### src/rtl/core/yfd_pkg.sv
`timescale 1ns / 1ps
// ----------------------------------------------------------------------------
// yfd_pkg - shared types and constants of the yuv420 frame downscaler
// Holds field widths, register indexes, sequencer states and the status
// struct passed from the sequencer to the top level.
// ----------------------------------------------------------------------------
package yfd_pkg;

  localparam int unsigned SW_W      = 10;
  localparam int unsigned TW_W      = 11;
  localparam int unsigned ADDR_W    = 17;
  localparam int unsigned FRAC_BITS = 20;
  localparam int unsigned POS_W     = 32;
  localparam int unsigned DIV_W     = 30;

  // frame store size in bytes, a power of two so reads wrap on the low bits
  localparam int unsigned FRAME_BYTES = 131072;

  localparam logic [1:0] REG_SRC_W = 2'd0;
  localparam logic [1:0] REG_SRC_H = 2'd1;
  localparam logic [1:0] REG_DST_W = 2'd2;
  localparam logic [1:0] REG_DST_H = 2'd3;

  localparam logic [1:0] MODE_NN   = 2'd0;
  localparam logic [1:0] MODE_HALF = 2'd1;
  localparam logic [1:0] MODE_QUAR = 2'd2;

  localparam logic [1:0] PLANE_Y = 2'd0;
  localparam logic [1:0] PLANE_U = 2'd1;
  localparam logic [1:0] PLANE_V = 2'd2;

  typedef enum logic [3:0] {
    ST_IDLE,
    ST_SETUP,
    ST_RD,
    ST_ACC,
    ST_DONE,
    ST_DIVC,
    ST_DIVC_W,
    ST_DIVR,
    ST_DIVR_W,
    ST_NEXT,
    ST_OUT
  } seq_state_t;

  // sequencer status seen by the top level
  typedef struct packed {
    logic       busy;
    logic       res_valid;
    logic [1:0] res_plane;
    logic       res_fe;
  } seq_stat_t;

endpackage

### src/rtl/core/yfd_div.sv
`timescale 1ns / 1ps
// ----------------------------------------------------------------------------
// yfd_div - restoring divider, one quotient bit per cycle
// Computes floor(num / den) for the fixed point stride.
// ----------------------------------------------------------------------------
module yfd_div (
  input  logic                          clk,
  input  logic                          rst_n,
  input  logic                          start,
  input  logic [yfd_pkg::DIV_W-1:0]     num,
  input  logic [yfd_pkg::TW_W-1:0]      den,
  output logic                          done,
  output logic [yfd_pkg::DIV_W-1:0]     quo
);

  localparam int unsigned CNT_W = $clog2(yfd_pkg::DIV_W + 1);

  logic [yfd_pkg::DIV_W-1:0] q_r, q_nxt;
  logic [yfd_pkg::TW_W:0]    rem_r, rem_nxt;
  logic [yfd_pkg::TW_W-1:0]  den_r, den_nxt;
  logic [CNT_W-1:0]          cnt_r, cnt_nxt;
  logic                      run_r, run_nxt;
  logic                      done_r, done_nxt;
  logic [yfd_pkg::TW_W+1:0]  trial;

  // one shift-subtract step per cycle
  always_comb begin
    q_nxt    = q_r;
    rem_nxt  = rem_r;
    den_nxt  = den_r;
    cnt_nxt  = cnt_r;
    run_nxt  = run_r;
    done_nxt = 1'b0;
    trial    = {rem_r, q_r[yfd_pkg::DIV_W-1]} - {2'b00, den_r};
    if (start) begin
      q_nxt   = num;
      rem_nxt = '0;
      den_nxt = den;
      cnt_nxt = CNT_W'(yfd_pkg::DIV_W);
      run_nxt = 1'b1;
    end else if (run_r) begin
      if (!trial[yfd_pkg::TW_W+1]) begin
        rem_nxt = trial[yfd_pkg::TW_W:0];
        q_nxt   = {q_r[yfd_pkg::DIV_W-2:0], 1'b1};
      end else begin
        rem_nxt = {rem_r[yfd_pkg::TW_W-1:0], q_r[yfd_pkg::DIV_W-1]};
        q_nxt   = {q_r[yfd_pkg::DIV_W-2:0], 1'b0};
      end
      cnt_nxt = cnt_r - 1'b1;
      if (cnt_r == CNT_W'(1)) begin
        run_nxt  = 1'b0;
        done_nxt = 1'b1;
      end
    end
  end

  always_ff @(posedge clk) begin
    q_r   <= q_nxt;
    rem_r <= rem_nxt;
    den_r <= den_nxt;
    if (!rst_n) begin
      cnt_r  <= '0;
      run_r  <= 1'b0;
      done_r <= 1'b0;
    end else begin
      cnt_r  <= cnt_nxt;
      run_r  <= run_nxt;
      done_r <= done_nxt;
    end
  end

  assign done = done_r;
  assign quo  = q_r;

endmodule

### src/rtl/core/yfd_seq.sv
`timescale 1ns / 1ps
// ----------------------------------------------------------------------------
// yfd_seq - emit sequencer
// Walks the fetch addresses of one destination byte over the single
// store port, accumulates, then advances the raster position using the
// shared divider for the fixed point strides.
// ----------------------------------------------------------------------------
module yfd_seq #(
  parameter int unsigned AW = 17
) (
  input  logic                        clk,
  input  logic                        rst_n,
  input  logic                        start,
  input  logic                        restart,
  input  logic [yfd_pkg::SW_W-1:0]    src_w,
  input  logic [yfd_pkg::SW_W-1:0]    src_h,
  input  logic [yfd_pkg::TW_W-1:0     ] dst_w,
  input  logic [yfd_pkg::TW_W-1:0]    dst_h,
  output logic [AW-1:0]               rd_addr,
  output logic                        rd_en,
  input  logic [7:0]                  rd_data,
  output logic [7:0]                  res_pixel,
  output yfd_pkg::seq_stat_t          stat
);

  yfd_pkg::seq_state_t state_r, state_nxt;

  logic [1:0]              plane_r, plane_nxt;
  // the row count reaches the full target height before it wraps
  logic [yfd_pkg::TW_W-1:0] row_r, row_nxt;
  logic [yfd_pkg::SW_W-1:0] col_r, col_nxt;
  logic [yfd_pkg::POS_W-1:0] cpos_r, cpos_nxt, rpos_r, rpos_nxt;
  logic [3:0]              k_r, k_nxt;
  logic [11:0]             sum_r, sum_nxt;
  logic [7:0]              pix_r, pix_nxt;
  logic                    fe_r, fe_nxt;
  logic [1:0]              oplane_r, oplane_nxt;
  logic                    wrapc_r, wrapc_nxt;
  logic [AW+2:0]           base_r, base_nxt;
  logic [AW+2:0]           addr_r, addr_nxt;

  // clamped targets and plane geometry
  logic [yfd_pkg::TW_W-1:0] tw, th, dw, dh;
  logic [yfd_pkg::SW_W-1:0] sw, sh;
  logic [19:0]              area;
  logic [1:0]               mode;
  logic                     chroma_ok;
  logic [3:0]               nfetch;

  function automatic logic [yfd_pkg::TW_W-1:0] clampt(input logic [yfd_pkg::TW_W-1:0] v);
    if (v == '0) return yfd_pkg::TW_W'(1);
    if (v[yfd_pkg::TW_W-1] && v[yfd_pkg::TW_W-2:0] != '0) return yfd_pkg::TW_W'(1024);
    return v;
  endfunction

  always_comb begin
    tw   = clampt(dst_w);
    th   = clampt(dst_h);
    area = src_w * src_h;
    if (plane_r == yfd_pkg::PLANE_Y) begin
      sw = src_w; sh = src_h; dw = tw; dh = th;
    end else begin
      sw = src_w >> 1; sh = src_h >> 1; dw = tw >> 1; dh = th >> 1;
    end
    if ({tw, 1'b0} == {2'b00, src_w} && {th, 1'b0} == {2'b00, src_h})
      mode = yfd_pkg::MODE_HALF;
    else if ({tw, 2'b00} == {3'b000, src_w} && {th, 2'b00} == {3'b000, src_h})
      mode = yfd_pkg::MODE_QUAR;
    else
      mode = yfd_pkg::MODE_NN;
    chroma_ok = (tw >> 1) != '0 && (th >> 1) != '0;
    unique case (mode)
      yfd_pkg::MODE_HALF: nfetch = 4'd3;
      yfd_pkg::MODE_QUAR: nfetch = 4'd15;
      default:            nfetch = 4'd0;
    endcase
  end

  // shared divider for the strides
  logic                        div_start, div_done;
  logic [yfd_pkg::DIV_W-1:0]   div_num, div_quo;
  logic [yfd_pkg::TW_W-1:0]    div_den;

  yfd_div u_div (
    .clk  (clk),
    .rst_n(rst_n),
    .start(div_start),
    .num  (div_num),
    .den  (div_den),
    .done (div_done),
    .quo  (div_quo)
  );

  // fetch address of sample k of the current byte
  logic [AW+2:0] off;
  always_comb begin
    unique case (mode)
      yfd_pkg::MODE_HALF:
        off = (AW+3)'({row_r, 1'b0} + k_r[1]) * sw + (AW+3)'({col_r, 1'b0} + k_r[0]);
      yfd_pkg::MODE_QUAR:
        off = (AW+3)'({row_r, 2'b00} + k_r[3:2]) * sw + (AW+3)'({col_r, 2'b00} + k_r[1:0]);
      default:
        off = (AW+3)'(rpos_r[31:20]) * sw + (AW+3)'(cpos_r[31:20]);
    endcase
  end

  // next state
  always_comb begin
    state_nxt = state_r;
    unique case (state_r)
      yfd_pkg::ST_IDLE:   if (start) state_nxt = yfd_pkg::ST_SETUP;
      yfd_pkg::ST_SETUP:  state_nxt = yfd_pkg::ST_RD;
      yfd_pkg::ST_RD:     state_nxt = yfd_pkg::ST_ACC;
      yfd_pkg::ST_ACC:    state_nxt = (k_r == nfetch) ? yfd_pkg::ST_DONE : yfd_pkg::ST_RD;
      yfd_pkg::ST_DONE:   state_nxt = yfd_pkg::ST_DIVC;
      yfd_pkg::ST_DIVC:   state_nxt = yfd_pkg::ST_DIVC_W;
      yfd_pkg::ST_DIVC_W: if (div_done)
                            state_nxt = wrapc_r ? yfd_pkg::ST_DIVR : yfd_pkg::ST_NEXT;
      yfd_pkg::ST_DIVR:   state_nxt = yfd_pkg::ST_DIVR_W;
      yfd_pkg::ST_DIVR_W: if (div_done) state_nxt = yfd_pkg::ST_NEXT;
      yfd_pkg::ST_NEXT:   state_nxt = yfd_pkg::ST_OUT;
      yfd_pkg::ST_OUT:    state_nxt = yfd_pkg::ST_IDLE;
      default:            state_nxt = yfd_pkg::ST_IDLE;
    endcase
  end

  // datapath and outputs
  always_comb begin
    plane_nxt  = plane_r;
    row_nxt    = row_r;
    col_nxt    = col_r;
    cpos_nxt   = cpos_r;
    rpos_nxt   = rpos_r;
    k_nxt      = k_r;
    sum_nxt    = sum_r;
    pix_nxt    = pix_r;
    fe_nxt     = fe_r;
    oplane_nxt = oplane_r;
    wrapc_nxt  = wrapc_r;
    base_nxt   = base_r;
    addr_nxt   = addr_r;
    div_start  = 1'b0;
    div_num    = {sw, 20'b0};
    div_den    = dw;
    rd_en      = 1'b0;
    unique case (state_r)
      yfd_pkg::ST_IDLE: begin
        k_nxt   = '0;
        sum_nxt = '0;
      end
      yfd_pkg::ST_SETUP: begin
        unique case (plane_r)
          yfd_pkg::PLANE_Y: base_nxt = '0;
          yfd_pkg::PLANE_U: base_nxt = (AW+3)'(area);
          default:          base_nxt = (AW+3)'(area) + (AW+3)'(area >> 2);
        endcase
      end
      yfd_pkg::ST_RD: begin
        addr_nxt = base_r + off;
        rd_en    = 1'b1;
      end
      yfd_pkg::ST_ACC: begin
        sum_nxt = sum_r + 12'(rd_data);
        k_nxt   = k_r + 1'b1;
      end
      yfd_pkg::ST_DONE: begin
        unique case (mode)
          yfd_pkg::MODE_HALF: pix_nxt = sum_r[9:2];
          yfd_pkg::MODE_QUAR: pix_nxt = sum_r[11:4];
          default:            pix_nxt = sum_r[7:0];
        endcase
        oplane_nxt = plane_r;
        wrapc_nxt  = (yfd_pkg::TW_W'(col_r) + 1'b1) >= dw;
      end
      yfd_pkg::ST_DIVC: begin
        div_start = 1'b1;
      end
      yfd_pkg::ST_DIVC_W: begin
        if (div_done) begin
          if (wrapc_r) begin
            col_nxt  = '0;
            cpos_nxt = '0;
          end else begin
            col_nxt  = col_r + 1'b1;
            cpos_nxt = cpos_r + yfd_pkg::POS_W'(div_quo);
          end
        end
      end
      yfd_pkg::ST_DIVR: begin
        div_start = 1'b1;
        div_num   = {sh, 20'b0};
        div_den   = dh;
      end
      yfd_pkg::ST_DIVR_W: begin
        if (div_done) begin
          rpos_nxt = rpos_r + yfd_pkg::POS_W'(div_quo);
          row_nxt  = row_r + 1'b1;
        end
      end
      yfd_pkg::ST_NEXT: begin
        fe_nxt = 1'b0;
        if (wrapc_r && (row_r >= dh)) begin
          row_nxt  = '0;
          rpos_nxt = '0;
          if (plane_r == yfd_pkg::PLANE_Y && chroma_ok) plane_nxt = yfd_pkg::PLANE_U;
          else if (plane_r == yfd_pkg::PLANE_U) plane_nxt = yfd_pkg::PLANE_V;
          else begin
            plane_nxt = yfd_pkg::PLANE_Y;
            fe_nxt    = 1'b1;
          end
        end
      end
      default: ;
    endcase
  end

  // the read address walks across the store modulo its size
  assign rd_addr = addr_nxt[AW-1:0];

  always_ff @(posedge clk) begin
    k_r      <= k_nxt;
    sum_r    <= sum_nxt;
    pix_r    <= pix_nxt;
    oplane_r <= oplane_nxt;
    wrapc_r  <= wrapc_nxt;
    base_r   <= base_nxt;
    addr_r   <= addr_nxt;
    if (!rst_n || restart) begin
      state_r <= yfd_pkg::ST_IDLE;
      plane_r <= yfd_pkg::PLANE_Y;
      row_r   <= '0;
      col_r   <= '0;
      cpos_r  <= '0;
      rpos_r  <= '0;
      fe_r    <= 1'b0;
    end else begin
      state_r <= state_nxt;
      plane_r <= plane_nxt;
      row_r   <= row_nxt;
      col_r   <= col_nxt;
      cpos_r  <= cpos_nxt;
      rpos_r  <= rpos_nxt;
      fe_r    <= fe_nxt;
    end
  end

  assign res_pixel       = pix_r;
  assign stat.busy       = state_r != yfd_pkg::ST_IDLE;
  assign stat.res_valid  = state_r == yfd_pkg::ST_OUT;
  assign stat.res_plane  = oplane_r;
  assign stat.res_fe     = fe_r;

endmodule

### config.mk
export PLATFORM = sky130hd
export DESIGN_NAME = yfd_seq
export DESIGN_NICKNAME = d
export VERILOG_FILES = /design/src/rtl/core/yfd_pkg.sv /design/src/rtl/core/yfd_div.sv /design/src/rtl/core/yfd_seq.sv
export SDC_FILE = /design/constraint.sdc
export NUM_CORES = 2
export LEC_CHECK = 0
export ABC_AREA = 1
export ABC_CLOCK_PERIOD_IN_PS = 23100
export BUFFER_PORTS_ARGS = -buffer_cell sky130_fd_sc_hd__buf_2
export CAP_MARGIN = 20
export CORE_MARGIN = 2
export CORE_UTILIZATION = 55
export CTS_BUF_LIST = sky130_fd_sc_hd__clkbuf_2
export CTS_CLUSTER_SIZE = 28
export DETAILED_ROUTE_END_ITERATION = 7
export PLACE_DENSITY = 0.78
export SLEW_MARGIN = 15
export SYNTH_ARGS = -nofsm -noshare
export SYNTH_HDL_FRONTEND = slang
export SYNTH_SLANG_ARGS = --single-unit
export TNS_END_PERCENT = 1
### constraint.sdc
create_clock -name clk -period 23.1 [get_ports clk]
set_input_delay 1.155 -clock clk [delete_from_list [all_inputs] [get_ports clk]]
set_output_delay 1.155 -clock clk [all_outputs]
set_load 0.005 [all_outputs]
==> summary.md <==
| Metric | Value |
|---|---|
| Result of the run | complete, no violations |
| Number of nets at the end of the flow | 4,651 |
| CTS HTree Levels | 2 |
| Root buffer cell | clkbuf_2 |
| # placed instances | 4,638 |
| Setup violators final | 0 |
| Total of cells resized after clock tree synthesis | 0 |
| Syn Area/Cell | 7.26 um^2 |
| Fin crit share | 0.465 |
| Worst Setup End Kind | output port |
| Worst Hold Path Cells | 3 |
| R2R Path Start | plane_r[1] |
| Count of hold buffers inserted by post-cts repair | 0 |
| Setup CP Type | flip-flop to output port |
| Antenna violations before repair | 1 |
| Hold worst-path end | u_div.cnt_r[2] |
| Core area | 0.0515 mm^2 |
| Chip height | 233 um |
| Highest-count cells in the layout ignoring fill and taps | 870 x nand2_1, 759 x inv_1, 349 x nor2_1 |
| Most used flip-flop cell after synthesis | dfxtp_1 |
| Final number of max-transition violations | 0 |
| Final Worst Setup Slack | 12.36 ns |
| Number of enable-type register cells in the synthesized netlist | 85 |
| Cell taking the most area after synthesis | fa_1 |
| GRT Util Overall | 0.306 |
| Number of hold violations in the final report | 0 |
| Syn_nets | 4,592 |
| Most common library cell in the layout ignoring fill and taps | nand2_1 |
| Total number of vias | 26,386 |
| Most area-consuming cells after synthesis | fa_1 19%, ha_1 13%, nand2_1 11% |
| Critical-path maximum fanout | 46 |
| Unrepaired setup endpoints after global routing | false |
| Path depth of the worst reg2reg path | 37 |
| Number of max-capacitance violations reported | 0 |
| Number of clock buffers inserted by TritonCTS | 57 |
| Slew at the pin closest to its max-slew limit | 1.17 ns |
| Cell Rows | 83 |
| Area enclosed by the die boundary | 0.0541 mm^2 |
| Hpwl dp | 64,500 um |
| Crit path max-delay cell type | inv_1 |
| Top-level port count | 85 |
| Relative area change from synthesis to final layout | 5.43% |
| Setup TNS | 0 ns |
| Die width | 233 um |
| Deepest clock path buffer count | 3 |
| Clock Sink Count | 213 |
| Crit path required time | 21.95 ns |
| Gate count of the mapped netlist | 3,959 |
| GRT overflow | 0 |
| Critical path's largest stage delay | 0.70 ns |
| Flip-flop and latch count after synthesis | 213 |
| Kind of start point of the critical path | flip-flop |
| Leakage dissipation | 15.5 nW |
| Top cell by count, worst path | nand2_1 |
| Endpoint of the worst register-to-register path | addr_r[16] |
| Proportion of layout cells with a drive suffix above 1 | 0.0637 |
| Max Freq | 93.1 MHz |
| Fraction of synthesized cell area taken by the top area cell type | 0.190 |
| Pre-CTS setup slack | 13.05 ns |
| IO Port Bufs | 84 |
| Ratio of routed vias to standard cells | 5.56 |
| Clock period minus final worst setup slack | 10.74 ns |
| Initial detailed-routing violation count | 2,367 |
| Final-layout worst hold slack | 0.361 ns |
| Netlist area before placement | 0.0288 mm^2 |
| Clock latency reported for the late side of the worst-skew pair | 1.06 ns |
| Initial cell density of the core | 0.558 |
| Synth warn | 0 |
| Worst clock skew on the final layout | 0.0828 ns |
| CTS tree | built |
| Maximum number of pins on one net before global-route repair | 66 |
| Synth cell types | 59 |
| Fraction of the yosys area taken by sequential cells | 0.178 |
| Number of global-route vias before repair | 25,697 |
| Origin of the worst min-delay path | rst_n |
| Post CTS Setup Buffer Count | 0 |
| Number of antenna-violating nets in the routed design | 0 |
| Final total power | 1.81 mW |
| Residual DRC | 0 |
| Type of the most critical hold path | input pin to flip-flop |
| Pwr/cell area | 59.8 mW/mm^2 |
| Global placement routability congestion | 0.997 |
| WL per Instance | 17.1 um |
| Wire length after detailed routing | 81,000 um |
| Final non-filler cell total | 4,747 |
| Max IR drop VDD | 0.209 mV |
| Arrival time at the worst endpoint | 9.58 ns |
| Wire length of the first global-routing pass | 131,000 um |
| Clock-pin slew on the worst setup and hold paths | 0.13 ns |
| Router iterations before antenna repair | 6 |
| Worst slew slack as a fraction of its limit | 0.209 |
| Slack of the worst reg-to-reg path | 14.58 ns |
| Fraction of registers with async set or reset after synthesis | 0 |
-- sequential cells by signal (all words and copies together), names as in the netlist --
register     cells
u_div.rem_r     12
u_div.done       1
state_r          4
oplane_r         2
addr_r          17
row_r           11
col_r           10
u_div.quo       30
res_pixel        8
base_r          17
u_div.cnt_r      5
plane_r          2
wrapc_r          1
rpos_r          32
k_r              4
u_div.den_r     11
sum_r           12
u_div.run_r      1
fe_r             1
cpos_r          32
-- power breakdown --
part / switching (mW) / total (mW) / internal [mW] / leakage, nW
Combinational: 0.690 / 1.11 / 0.422 / 13.2
Clock: 0.178 / 0.288 / 0.111 / 0.412
Sequential: 0.00817 / 0.413 / 0.405 / 1.85
-- critical path, delay by kind of cell, from the launching register on --
kind	cells	cell delay, ns
and+or+nand+nor	15	2.00
buffers and inverters	8	1.30
DFF	1	0.33
xor gates and xnor gates	1	0.13
adders and majority gates	7	3.45
AOI/OAI and AO/OA	7	1.31
-- through the flow --
stage,utilization,instance area (um^2)
floorplan,-,28800
global placement,0.577,29700
detailed placement,0.577,29700
CTS,0.588,30300
global route,0.589,30300
finish,0.589,30300
-- cell type report --
| type | count | area (um^2) |
|---|---|---|
| Multi-Input combinational cell | 2868 | 20300 |
| Timing Repair Buffer | 104 | 591 |
| Clock inverter | 23 | 131 |
| Inverter | 774 | 2910 |
| Sequential cell | 213 | 5110 |
| Antenna cell | 2 | 5.00 |
| Clock buffer | 83 | 415 |
| Tap cell | 680 | 851 |
| Fill cell | 4911 | 21200 |
-- layer usage --
layer,track usage,share of wire,wire length (um),up-vias
li1,-,-,-,12789
met1,0.403,0.42,33700,12301
met2,0.491,0.45,36400,1091
met3,0.0665,0.094,7580,205
met4,0.122,0.040,3260,0
met5,0,0,0,-
-- cells in the mapped netlist, types with 9 or more instances --
cell type	number
clkbuf_1	79
o221ai_1	16
edfxtp_1	85
xor2_1	66
or2_2	21
a31oi_1	29
nor3_1	49
a21oi_1	312
inv_2	9
nand2_1	870
nor4_1	12
o2111ai_1	9
o22ai_1	21
buf_2	11
o21ai_0	180
inv_1	759
nand3_1	123
xnor2_1	39
o211ai_1	18
ha_1	306
o21bai_1	17
o21ai_1	11
nand2_2	10
nor2_1	351
a21boi_0	9
a21o_1	23
nand4_1	29
fa_1	273
dfxtp_1	128
-- cell families (layout without fill, tap and decap cells) --
group,after synthesis,in the layout,synth area share
other cells,0,2,0
xor+xnor,105,105,0.0320
buf+inv,878,984,0.116
flops,213,213,0.178
fa+ha+maj,579,579,0.323
mux,8,8,0.00278
simple gates,1492,1492,0.213
compound gates,684,684,0.135
-- worst max-delay path by stage --
| stage | end | cells past startpoint | slack [ns] | startpoint |
|---|---|---|---|---|
| 2_1_floorplan | rd_addr[16] | 38 | 14.44 | src_w[3] |
| 3_3_place_gp | rd_addr[16] | 39 | 13.29 | src_w[3] |
| 3_5_place_dp | rd_addr[16] | 39 | 13.05 | src_w[3] |
| 4_1_cts | rd_addr[16] | 38 | 12.39 | plane_r[1] |
| 5_1_grt | rd_addr[16] | 38 | 11.54 | plane_r[1] |
| 6_report | rd_addr[16] | 38 | 12.36 | plane_r[1] |
No activity file was read; power rests on OpenSTA's default activity.
